`config.mk`:
```
export PLATFORM = sky130hd
export DESIGN_NAME = nwl_seq
export DESIGN_NICKNAME = d
export VERILOG_FILES = /design/src/rtl/core/nwl_pkg.sv /design/src/rtl/core/nwl_seq.sv
export SDC_FILE = /design/constraint.sdc
export NUM_CORES = 1
export LEC_CHECK = 0
export BUFFER_PORTS_ARGS = -buffer_cell sky130_fd_sc_hd__buf_2
export CORE_AREA = 2 2 39 41
export CTS_BUF_LIST = sky130_fd_sc_hd__clkbuf_4 sky130_fd_sc_hd__clkbuf_8 sky130_fd_sc_hd__clkbuf_16
export CTS_CLUSTER_SIZE = 25
export DETAILED_ROUTE_END_ITERATION = 10
export DIE_AREA = 0 0 41 43
export PLACE_DENSITY = 0.39
export SETUP_SLACK_MARGIN = 0.2
export SLEW_MARGIN = 20
export SYNTH_ARGS = -nofsm -noshare
export SYNTH_HDL_FRONTEND = slang
export SYNTH_SLANG_ARGS = --single-unit
```
`constraint.sdc`:
```
create_clock -name aclk -period 1.85 [get_ports aclk]
set_input_delay 0.185 -clock aclk [delete_from_list [all_inputs] [get_ports aclk]]
set_output_delay 0.185 -clock aclk [all_outputs]
set_load 0.05 [all_outputs]
```
`src/rtl/core/nwl_pkg.sv`:
```
// ----------------------------------------------------------------------------
// nwl_pkg
// Shared types, constants and the control program of the nearest waypoint
// lookahead core.
// ----------------------------------------------------------------------------
package nwl_pkg;

    // Default sizes
    localparam int NWL_MAX_POINTS = 256;
    localparam int NWL_COORD_BITS = 16;

    // Fixed field widths
    localparam int ACTION_W      = 2;
    localparam int LOOKAHEAD_W   = 8;
    localparam int GOAL_INDEX_W  = 8;

    // Register file
    localparam int                     APB_ADDR_W     = 3;
    localparam int                     APB_DATA_W     = 32;
    localparam logic [APB_ADDR_W-1:0]  REG_LOOKAHEAD  = 3'd0;
    localparam logic [LOOKAHEAD_W-1:0] LOOKAHEAD_RST  = 8'd2;

    // Item actions
    localparam logic [ACTION_W-1:0] ACT_NEW_PATH = 2'd0;
    localparam logic [ACTION_W-1:0] ACT_APPEND   = 2'd1;
    localparam logic [ACTION_W-1:0] ACT_QUERY    = 2'd2;

    // Program steps
    typedef logic [2:0] step_t;
    localparam step_t STEP_IDLE   = 3'd0;
    localparam step_t STEP_SCAN   = 3'd1;
    localparam step_t STEP_DRAIN1 = 3'd2;
    localparam step_t STEP_DRAIN2 = 3'd3;
    localparam step_t STEP_DRAIN3 = 3'd4;
    localparam step_t STEP_DRAIN4 = 3'd5;
    localparam step_t STEP_SELECT = 3'd6;
    localparam step_t STEP_EMIT   = 3'd7;

    // Branch conditions: jump to target when true, else hold the step
    typedef enum logic [1:0] {
        COND_ALWAYS,
        COND_QUERY,
        COND_SCAN_DONE,
        COND_OUT_FREE
    } cond_t;

    // One control word
    typedef struct packed {
        logic  accept;   // take an input item
        logic  scan;     // read point at scan address, feed distance pipe
        logic  select;   // pick goal index, read goal point
        logic  emit;     // load the output register
        cond_t cond;
        step_t target;
    } ctrl_t;

    // Status from datapath to sequencer
    typedef struct packed {
        logic query_go;
        logic scan_last;
        logic out_free;
    } flags_t;

    // Control store
    function automatic ctrl_t nwl_ucode(input step_t step);
        ctrl_t w;
        w = '0;
        case (step)
            STEP_IDLE: begin
                w.accept = 1'b1;
                w.cond   = COND_QUERY;
                w.target = STEP_SCAN;
            end
            STEP_SCAN: begin
                w.scan   = 1'b1;
                w.cond   = COND_SCAN_DONE;
                w.target = STEP_DRAIN1;
            end
            STEP_DRAIN1: begin
                w.cond   = COND_ALWAYS;
                w.target = STEP_DRAIN2;
            end
            STEP_DRAIN2: begin
                w.cond   = COND_ALWAYS;
                w.target = STEP_DRAIN3;
            end
            STEP_DRAIN3: begin
                w.cond   = COND_ALWAYS;
                w.target = STEP_DRAIN4;
            end
            STEP_DRAIN4: begin
                w.cond   = COND_ALWAYS;
                w.target = STEP_SELECT;
            end
            STEP_SELECT: begin
                w.select = 1'b1;
                w.cond   = COND_ALWAYS;
                w.target = STEP_EMIT;
            end
            STEP_EMIT: begin
                w.emit   = 1'b1;
                w.cond   = COND_OUT_FREE;
                w.target = STEP_IDLE;
            end
            default: begin
                w.cond   = COND_ALWAYS;
                w.target = STEP_IDLE;
            end
        endcase
        return w;
    endfunction

endpackage

```
`src/rtl/core/nwl_seq.sv`:
```
// ----------------------------------------------------------------------------
// nwl_seq
// Step counter and control store; emits one control word per cycle and
// takes conditional jumps on datapath status.
// ----------------------------------------------------------------------------
module nwl_seq (
    input  logic            aclk,
    input  logic            aresetn,
    input  nwl_pkg::flags_t flags,
    output nwl_pkg::ctrl_t  ctrl
);
    import nwl_pkg::*;

    step_t step_reg;
    step_t step_next;
    logic  cond_true;

    // Control word of the current step
    assign ctrl = nwl_ucode(step_reg);

    // Branch condition
    always_comb begin
        case (ctrl.cond)
            COND_ALWAYS:    cond_true = 1'b1;
            COND_QUERY:     cond_true = flags.query_go;
            COND_SCAN_DONE: cond_true = flags.scan_last;
            COND_OUT_FREE:  cond_true = flags.out_free;
            default:        cond_true = 1'b1;
        endcase
        step_next = cond_true ? ctrl.target : step_reg;
    end

    always_ff @(posedge aclk) begin
        if (!aresetn) begin
            step_reg <= STEP_IDLE;
        end else begin
            step_reg <= step_next;
        end
    end

endmodule

```
==> metrics.md <==
| Metric | Value |
|---|---|
| Ant diodes | `0` |
| Hold Crit Start | `aresetn` |
| Remaining Overflow, GRT | `0` |
| Reg2Reg Depth | `3` |
| Fin area | `334 sq um` |
| Hold path cells | `2` |
| TritonCTS Buffers | `3` |
| Total Neg Setup Slack | `0 ps` |
| Final #Nets | `between 40 and 50` |
| Layout cells sized above 1 | `a little under three fifths` |
| Unrepaired setup endpoints after global routing | `no` |
| First drt pass iteration count | `4` |
| Post-synthesis mux area share | `0%` |
| Netlist Area Pre-Place | `approximately 220 sq um` |
| Number of port buffers | `13` |
| Ports | `14` |
| Adder-Cell Fraction of Synth Area | `0%` |
| Maximum vdd drop | `between 0.2 and 0.3 mV` |
| Sequential-to-total area share from yosys stat | `27.0%` |
| Worst slew pin tran | `approximately 250 ps` |
| Root buffer cell | `clkbuf_4` |
| First-pass GRT wire length | `752 um` |
| Maxcap violations | `0` |
| Post-Synth XOR/XNOR Area | `7.87%` |
| Status | `completed` |
| Hold Path End | `step_reg[0]$_SDFFE_PN0P_` |
| Post-layout util | `24.1%` |
| Clock slew at reported path FFs | `~40 ps` |
| Lkg Pwr | `0.176 nW` |
| Pwr/cell area | `1040 nW/um^2` |
| Reg2reg end | `step_reg[0]$_SDFFE_PN0P_` |
| Setup CP Type | `register to primary output` |
| DRT iter0 DRCs | `5` |
| Clk_lat worst skew | `230 ps` |
| Crit path time final | `1560 ps` |
| Synth Area in Simple Gates | `36.0%` |
| Die width | `41 um` |
| Cts hold-fix bufs | `0` |
| Core area | `1380 sq um` |
| Vias in the first global route | `193` |
| DIE AREA | `1760 sq um` |
| Max reg flops | `3` |
| Yosys reg bits | `3` |
| Starting Density | `16.1%` |
| Ys Warns | `0` |
| Crit path DAT | `1380 ps` |
| Clock Path Buffers | `2` |
| Syn_nets | `33` |
| Syn avg cell area | `7.95 sq um` |
| Vias per cell | `3.98` |
| Overall Global Routing Usage | `about 6.4%` |
| Required time of the critical path | `between 1500 and 2000 ps` |
| Peak Freq | `0.640 GHz` |
| Routed WL per cell | `around 9 um` |
| Largest family of logic cells by synthesized area | `simple AND/OR/NAND/NOR gates` |
| RR Startpoint | `step_reg[0]$_SDFFE_PN0P_` |
| Area grow syn2layout | `50.0%` |
| Period utilization | `a little over four fifths` |
| Slew HR | `83.5%` |
| GPL Wtd Cong | `0.621` |
| Setup Viol. Count Final | `0` |
| Yosys cell types | `21` |
| DRC viols | `0` |
| Fin. max-slew vios | `0` |
| CTS tree | `built` |
| Max FO, Critical Path | `10` |
| Reg-to-reg setup timing slack | `690 ps` |
| Placed inst area | `295 sq um` |
| Crit end category | `primary output` |
| Cell Rows | `14` |
| Num Clock Sinks | `3` |
| HP Class | `primary input to register` |
| Largest net degree at the start of global routing | `11` |
| Post-route ant nets | `0` |
| Compound-Gate Fraction of Synth Area | `15.2%` |
| H-tree depth | `1` |
| Clock skew | `1.30 ps` |
| Final hold vios | `0` |
| Die height | `roughly 43 um` |
| Initial antenna violation count | `0` |
| Crit path launch type | `register` |
| Syn Inst Count | `28` |
| Post-Route WL | `around 530 um` |
| Vias | `231` |
[critical path, stage by stage, from the launching register on]
cell and delay (ps):
dfxtp_4 400, or3b_1 390, or2b_1 170, buf_4 190
[through the flow]
| stage | hold slack, ps | power (mW) | setup WS, ps | cells |
|---|---|---|---|---|
| 2_1_floorplan | 303 | 0.197 | 336 | 28 |
| 5_1_grt | 209 | 0.369 | 223 | 58 |
| 6_report | 191 | 0.349 | 288 | 58 |
| 3_3_place_gp | 429 | 0.220 | 344 | 54 |
| 4_1_cts | 182 | 0.356 | 206 | 58 |
| 3_5_place_dp | 427 | 0.220 | 295 | 54 |
[cell type report]
cell class | count | area (sq um)
Fill cell | 164 | 1050
Multi-Input combinational cell | 20 | 143
Timing Repair Buffer | 13 | 67.6
Sequential cell | 3 | 66.3
Clock buffer | 4 | 30.0
Tap cell | 16 | 20.0
Inverter | 2 | 7.51
[worst max path at each step]
stage,startpoint,endpoint,slack [ps],cells after the start
2_1_floorplan,step_reg[0]$_SDFFE_PN0P_,ctrl[2],340,3
3_3_place_gp,step_reg[0]$_SDFFE_PN0P_,ctrl[4],340,3
3_5_place_dp,step_reg[0]$_SDFFE_PN0P_,ctrl[4],290,3
4_1_cts,step_reg[1]$_SDFFE_PN0P_,ctrl[4],210,3
5_1_grt,step_reg[0]$_SDFFE_PN0P_,ctrl[4],220,3
6_report,step_reg[0]$_SDFFE_PN0P_,ctrl[4],290,3
[synth_stat cells, drive strengths merged]
master,n,area [sq um]
a21oi,1,5.00
nand2,1,3.75
nand4,1,6.26
xor2,1,8.76
xnor2,1,8.76
and3,2,15.0
a21boi,1,7.51
or3b,1,8.76
inv,2,7.51
buf,3,23.8
dfxtp,3,60.1
o22ai,1,6.26
or2b,1,7.51
nand2b,1,6.26
nor3,2,10.0
o21a,2,15.0
nor2,2,7.51
and3b,1,8.76
or2,1,6.26
[where the power goes]
group	internal, mW	total [mW]	switching (mW)
clock	0.0953	0.127	0.0321
sequential	0.0712	0.0857	0.0145
combinational	0.0381	0.135	0.0973
[per-layer routing]
metal / global-route usage [%] / wire [um] / up-vias / part of all wire, %
li1: - / - / 122 / -
met1: 8.33 / 258 / 95 / 49
met2: 8.13 / 199 / 14 / 37
met3: 1.57 / 72 / 0 / 14
met4: 6.00 / 0 / 0 / 0
met5: 0 / 0 / - / 0
[cell usage in the layout (no fill, tap or decap)]
cell       n
dfxtp_2    2
clkbuf_4   4
nand4_1    1
dfxtp_4    1
and3_2     2
a21boi_0   1
nor3_4     1
inv_1      2
buf_2     12
buf_4      1
or2_2      1
o22ai_1    1
xor2_1     1
and3b_1    1
xnor2_1    1
nand2b_1   1
nor2_1     2
nor3_1     1
or3b_1     1
a21oi_1    1
o21a_1     2
nand2_1    1
or2b_1     1
[logic make-up (layout without fill, tap and decap cells)]
family	Yosys count	count (layout)
xor+xnor	2	2
simple gates	13	13
flops	3	3
compound gates	5	5
buf+inv	5	19
[repair_timing]
action | in CTS | in global routing
setup buffers | 0 | 0
resized for setup | 2 | 3
endpoints found under the setup margin | 2 | 2
Power figures use the tool's default switching activity.
