**src/rtl/core/nwl_pkg.sv**
```systemverilog
// ----------------------------------------------------------------------------
// nwl_pkg
// Shared types, constants and the control program of the nearest waypoint
// lookahead core.
// ----------------------------------------------------------------------------
package nwl_pkg;

    // Default sizes
    localparam int NWL_MAX_POINTS = 256;
    localparam int NWL_COORD_BITS = 16;

    // Fixed field widths
    localparam int ACTION_W      = 2;
    localparam int LOOKAHEAD_W   = 8;
    localparam int GOAL_INDEX_W  = 8;

    // Register file
    localparam int                     APB_ADDR_W     = 3;
    localparam int                     APB_DATA_W     = 32;
    localparam logic [APB_ADDR_W-1:0]  REG_LOOKAHEAD  = 3'd0;
    localparam logic [LOOKAHEAD_W-1:0] LOOKAHEAD_RST  = 8'd2;

    // Item actions
    localparam logic [ACTION_W-1:0] ACT_NEW_PATH = 2'd0;
    localparam logic [ACTION_W-1:0] ACT_APPEND   = 2'd1;
    localparam logic [ACTION_W-1:0] ACT_QUERY    = 2'd2;

    // Program steps
    typedef logic [2:0] step_t;
    localparam step_t STEP_IDLE   = 3'd0;
    localparam step_t STEP_SCAN   = 3'd1;
    localparam step_t STEP_DRAIN1 = 3'd2;
    localparam step_t STEP_DRAIN2 = 3'd3;
    localparam step_t STEP_DRAIN3 = 3'd4;
    localparam step_t STEP_DRAIN4 = 3'd5;
    localparam step_t STEP_SELECT = 3'd6;
    localparam step_t STEP_EMIT   = 3'd7;

    // Branch conditions: jump to target when true, else hold the step
    typedef enum logic [1:0] {
        COND_ALWAYS,
        COND_QUERY,
        COND_SCAN_DONE,
        COND_OUT_FREE
    } cond_t;

    // One control word
    typedef struct packed {
        logic  accept;   // take an input item
        logic  scan;     // read point at scan address, feed distance pipe
        logic  select;   // pick goal index, read goal point
        logic  emit;     // load the output register
        cond_t cond;
        step_t target;
    } ctrl_t;

    // Status from datapath to sequencer
    typedef struct packed {
        logic query_go;
        logic scan_last;
        logic out_free;
    } flags_t;

    // Control store
    function automatic ctrl_t nwl_ucode(input step_t step);
        ctrl_t w;
        w = '0;
        case (step)
            STEP_IDLE: begin
                w.accept = 1'b1;
                w.cond   = COND_QUERY;
                w.target = STEP_SCAN;
            end
            STEP_SCAN: begin
                w.scan   = 1'b1;
                w.cond   = COND_SCAN_DONE;
                w.target = STEP_DRAIN1;
            end
            STEP_DRAIN1: begin
                w.cond   = COND_ALWAYS;
                w.target = STEP_DRAIN2;
            end
            STEP_DRAIN2: begin
                w.cond   = COND_ALWAYS;
                w.target = STEP_DRAIN3;
            end
            STEP_DRAIN3: begin
                w.cond   = COND_ALWAYS;
                w.target = STEP_DRAIN4;
            end
            STEP_DRAIN4: begin
                w.cond   = COND_ALWAYS;
                w.target = STEP_SELECT;
            end
            STEP_SELECT: begin
                w.select = 1'b1;
                w.cond   = COND_ALWAYS;
                w.target = STEP_EMIT;
            end
            STEP_EMIT: begin
                w.emit   = 1'b1;
                w.cond   = COND_OUT_FREE;
                w.target = STEP_IDLE;
            end
            default: begin
                w.cond   = COND_ALWAYS;
                w.target = STEP_IDLE;
            end
        endcase
        return w;
    endfunction

endpackage

```
**src/rtl/core/nwl_dist.sv**
```systemverilog
// ----------------------------------------------------------------------------
// nwl_dist
// Squared-distance pipeline and running minimum. Points arrive one memory
// latency after their index is issued; the earliest point wins ties.
// ----------------------------------------------------------------------------
module nwl_dist #(
    parameter int MAX_POINTS = nwl_pkg::NWL_MAX_POINTS,
    parameter int COORD_BITS = nwl_pkg::NWL_COORD_BITS,
    localparam int AW        = $clog2(MAX_POINTS)
) (
    input  logic                         aclk,
    input  logic                         aresetn,
    input  logic                         issue_v,
    input  logic [AW-1:0]                issue_idx,
    input  logic signed [COORD_BITS-1:0] pt_x,
    input  logic signed [COORD_BITS-1:0] pt_y,
    input  logic signed [COORD_BITS-1:0] pos_x,
    input  logic signed [COORD_BITS-1:0] pos_y,
    output logic [AW-1:0]                best_idx
);
    localparam int C     = COORD_BITS;
    localparam int SQ_W  = 2 * C;
    localparam int SUM_W = 2 * C + 1;

    logic            v1_reg, v2_reg, v3_reg, v4_reg;
    logic [AW-1:0]   i1_reg, i2_reg, i3_reg, i4_reg;
    logic [C:0]      dfx, dfy, negx, negy;
    logic [C-1:0]    adx, ady;
    logic [C-1:0]    dx_reg, dy_reg;
    logic [SQ_W-1:0] sqx_reg, sqy_reg;
    logic [SUM_W-1:0] sum_reg;
    logic [SUM_W-1:0] best_dist_reg;
    logic [AW-1:0]   best_idx_reg;

    // Absolute differences at C+1 bits; magnitude fits C bits
    assign dfx  = {pt_x[C-1], pt_x} - {pos_x[C-1], pos_x};
    assign dfy  = {pt_y[C-1], pt_y} - {pos_y[C-1], pos_y};
    assign negx = -dfx;
    assign negy = -dfy;
    assign adx  = dfx[C] ? negx[C-1:0] : dfx[C-1:0];
    assign ady  = dfy[C] ? negy[C-1:0] : dfy[C-1:0];

    // Valid and index chain
    always_ff @(posedge aclk) begin
        if (!aresetn) begin
            v1_reg <= 1'b0;
            v2_reg <= 1'b0;
            v3_reg <= 1'b0;
            v4_reg <= 1'b0;
        end else begin
            v1_reg <= issue_v;
            v2_reg <= v1_reg;
            v3_reg <= v2_reg;
            v4_reg <= v3_reg;
        end
    end

    // Payload stages: diff, square, sum
    always_ff @(posedge aclk) begin
        i1_reg  <= issue_idx;
        i2_reg  <= i1_reg;
        i3_reg  <= i2_reg;
        i4_reg  <= i3_reg;
        dx_reg  <= adx;
        dy_reg  <= ady;
        sqx_reg <= SQ_W'(dx_reg) * SQ_W'(dx_reg);
        sqy_reg <= SQ_W'(dy_reg) * SQ_W'(dy_reg);
        sum_reg <= SUM_W'(sqx_reg) + SUM_W'(sqy_reg);
    end

    // Running minimum; index zero restarts the search
    always_ff @(posedge aclk) begin
        if (v4_reg && (i4_reg == '0 || sum_reg < best_dist_reg)) begin
            best_dist_reg <= sum_reg;
            best_idx_reg  <= i4_reg;
        end
    end

    assign best_idx = best_idx_reg;

endmodule

```
**config.mk**
```make
export PLATFORM = sky130hd
export DESIGN_NAME = nwl_dist
export DESIGN_NICKNAME = d
export VERILOG_FILES = /design/src/rtl/core/nwl_pkg.sv /design/src/rtl/core/nwl_dist.sv
export SDC_FILE = /design/constraint.sdc
export NUM_CORES = 1
export LEC_CHECK = 0
export BUFFER_PORTS_ARGS = -buffer_cell sky130_fd_sc_hd__buf_4
export CAP_MARGIN = 25
export CORE_UTILIZATION = 60
export CTS_BUF_LIST = sky130_fd_sc_hd__clkbuf_4
export CTS_CLUSTER_DIAMETER = 40
export CTS_CLUSTER_SIZE = 28
export DETAILED_ROUTE_END_ITERATION = 8
export PLACE_DENSITY = 0.81
export SYNTH_ARGS = -nofsm -noshare
export SYNTH_HDL_FRONTEND = slang
export SYNTH_SLANG_ARGS = --single-unit
```
**constraint.sdc**
```tcl
create_clock -name aclk -period 6.36 [get_ports aclk]
set_clock_uncertainty 0.1 [all_clocks]
set_input_delay 1.272 -clock aclk [delete_from_list [all_inputs] [get_ports aclk]]
set_output_delay 1.272 -clock aclk [all_outputs]
set_load 0.05 [all_outputs]
```
==> results_dict.tcl <==
set metrics [dict create \
    drt_drc_violations_left 0 \
    nNetsFinal 3355 \
    synth_cells 2509 \
    drt-pass1-iter-count 5 \
    ant_nets 0 \
    detailedPlacementHpwl_um 40140 \
    rsz0062_at_grt "yes" \
    required_ns 6.88 \
    cp-end-kind "register" \
    layout_worst_path_cycle_share_pct 97.35 \
    syn_nets 3213 \
    setup_viol 0 \
    top_level_ports 83 \
    status "complete, no violations" \
    clock_tree_from_tritoncts "built" \
    synth-main-ff-cell "dfxtp_1" \
    timing.final.max_slew_violations 0 \
    max-clock-path-buffers 3 \
    worstPathArrival_ns 6.71 \
    first_global_vias 18060 \
    route.final.wire_length_um 47940 \
    ff_latch_area_um2 4523 \
    yosysTopAreaCellShare_pct 27.95 \
    globalRoute.totalOverflow 0 \
    vias_per_cell 5.396 \
    multiInputGateArea_um2 16680 \
    seq_area_frac_synth_pct 19.25 \
    place_congestion 0.9000 \
    crit_path_max_fanout 6 \
    maxClockFrequency_mhz 161.5 \
    dominant_cells_by_area_after_synthesis "fa_1 28%, ha_1 16%, dfxtp_1 14%" \
    chip_height_um 199.3 \
    yosys.cell_types.count 65 \
    crit_type "reg2reg" \
    initial_standard_cell_utilization_of_the_core_pct 61.42 \
    clock-sinks 204 \
    yosys.area.top_type "fa_1" \
    layout-drive-gt1-share_pct 10.82 \
    worstMarginPinSlew_ns 0.8302 \
    hold_violations 0 \
    floorplan.core_area_um2 38020 \
    clock_tree.htree_level_count 1 \
    grt_max_degree 25 \
    initialDrtViolationCount 908 \
    yosysWarnings 0 \
    postSynth.asyncResetShare_pct 0 \
    setup.worst_path.start_class "register" \
    hold_path_class "reg2reg" \
    cts.root.buffer_cell "clkbuf_4" \
    area_delta_synth_final_pct 10.26 \
    worst_slew_margin_rel_pct 44.15 \
    synthesis.area_um2 23350 \
    number_of_flops_mapped_to_enable_cells_by_yosys 41 \
    post_cts_hold_buffer_count 0 \
    nFillCells 2921 \
    ys_seq_elements 204 \
    die_outline_area_um2 39710 \
    portBuffers 82 \
    timing.hold.ws_ns 0.2359 \
    synth_area_per_cell_um2 9.307 \
    die_outline_width_um 199.3 \
    path_clk_slew_ns 0.14 \
    grtUsageTotal_pct 25.28 \
    drv_cap 0 \
    cts_made_buffers 26 \
    grt_first_pass_wirelength_um 81390 \
    initial_antenna_violation_count 3 \
    core.rowCount 71 \
    timing.final.crit_period_ns 6.191 \
    route.vias.total 17180 \
    average_wire_per_standard_cell_um 15.06 \
    worstSkewPairLatency_ns 0.73 \
]
[metal layers]
metal / up-vias / part of all wire, % / track usage, %
li1: 8214 / - / -
met1: 8469 / 41 / 31.99
met2: 400 / 51 / 45.28
met3: 96 / 5.4 / 3.359
met4: 2 / 2.4 / 6.610
met5: - / 0.019 / 0
[layout by cell type (no fill, tap or decap), types with 14 or more instances in the layout]
cell type	count
inv_1	593
fa_1	325
ha_1	299
nand2_1	192
buf_4	155
dfxtp_1	146
nor2_1	120
xnor2_1	91
a21oi_1	87
and2_1	83
o21ai_0	64
xor2_1	45
edfxtp_1	41
a21o_1	37
clkbuf_4	29
nand3_1	28
o21a_1	28
nand2b_1	21
nor2b_1	20
nor3_1	18
and3_1	15
or3_1	14
dfxtp_2	14
[critical path: stages, from the launching register on]
cell and delay [ns]:
dfxtp_4 0.39, nand2_2 0.08, inv_1 0.06, fa_1 0.56, inv_2 0.04, fa_1 0.54
inv_1 0.06, fa_1 0.50, inv_1 0.05, fa_1 0.48, inv_1 0.06, fa_1 0.53
inv_1 0.06, fa_1 0.53, inv_1 0.07, ha_4 0.28, nand4_1 0.18, nor2_2 0.23
a21oi_4 0.10, o31ai_4 0.33, o41ai_2 0.09, buf_4 0.15, o211ai_1 0.22, a221o_1 0.21
a21oi_2 0.07, xnor2_1 0.12
[stage by stage]
stage / setup WS (ns) / setup TNS, ns / cells / area (µm²) / util (%)
2_1_floorplan: 0.1845 / 0 / 2509 / 23350 / -
3_3_place_gp: 0.1076 / 0 / 3127 / 24980 / 65.69
3_5_place_dp: -0.03560 / -0.04991 / 3127 / 24980 / 65.69
4_1_cts: 0.01932 / 0 / 3175 / 25470 / 67.00
5_1_grt: -0.1296 / -0.3773 / 3183 / 25740 / 67.71
6_report: 0.1688 / 0 / 3184 / 25750 / 67.72
[synthesized netlist by cell type, drive strengths merged (4+ instances only)]
cell type	instances
clkbuf	44
or3	16
a2111oi	4
o211a	5
nand4	14
nor2	125
o41ai	4
mux2	5
nor2b	20
nand2b	21
ha	303
o31ai	10
fa	326
o21ai	68
or2	12
and3	15
a31o	5
inv	594
nor3	19
nand3	28
and2	84
o21bai	8
a21oi	95
nor4	4
a31oi	11
xor2	45
nand2	193
o211ai	7
a211oi	15
edfxtp	41
o21a	28
a41oi	4
a21o	38
dfxtp	163
xnor2	91
[repair_timing]
action,4_1_cts,5_1_grt
pin swaps,0,11
setup buffers,0,6
gates resized for setup,5,63
setup endpoints to repair,5,20
[area by class of cell]
type	instances	area share, %
Inverter	594	8.660
Antenna cell	2	0.01944
Timing Repair Buffer	158	4.636
Clock inverter	20	1.030
Multi-Input combinational cell	1667	64.79
Sequential cell	204	17.57
Tap cell	511	2.483
Clock buffer	28	0.8164
[worst paths after layout]
path | from | to | slack (ns) | cells past startpoint
worst max register to register | dy_reg[8] | sqy_reg[31] | 0.17 | 25
worst max-delay path | dy_reg[8] | sqy_reg[31] | 0.17 | 25
worst min-delay path | i2_reg[1] | i3_reg[1] | 0.24 | 0
worst min register to register | i2_reg[1] | i3_reg[1] | 0.24 | 0
[logic make-up after synthesis]
kind of cell,after synthesis,synth area share [%]
DFF,204,19.25
and+or+nand+nor,564,11.68
AOI/OAI and AO/OA,331,9.206
muxes,7,0.3268
xor gates and xnor gates,136,5.101
buffers and inverters,638,10.26
adders and majority gates,629,44.18
Power is left out: the tool's default activity adds up to more than one toggle a clock period on the data nets, which glitch-free logic cannot reach.
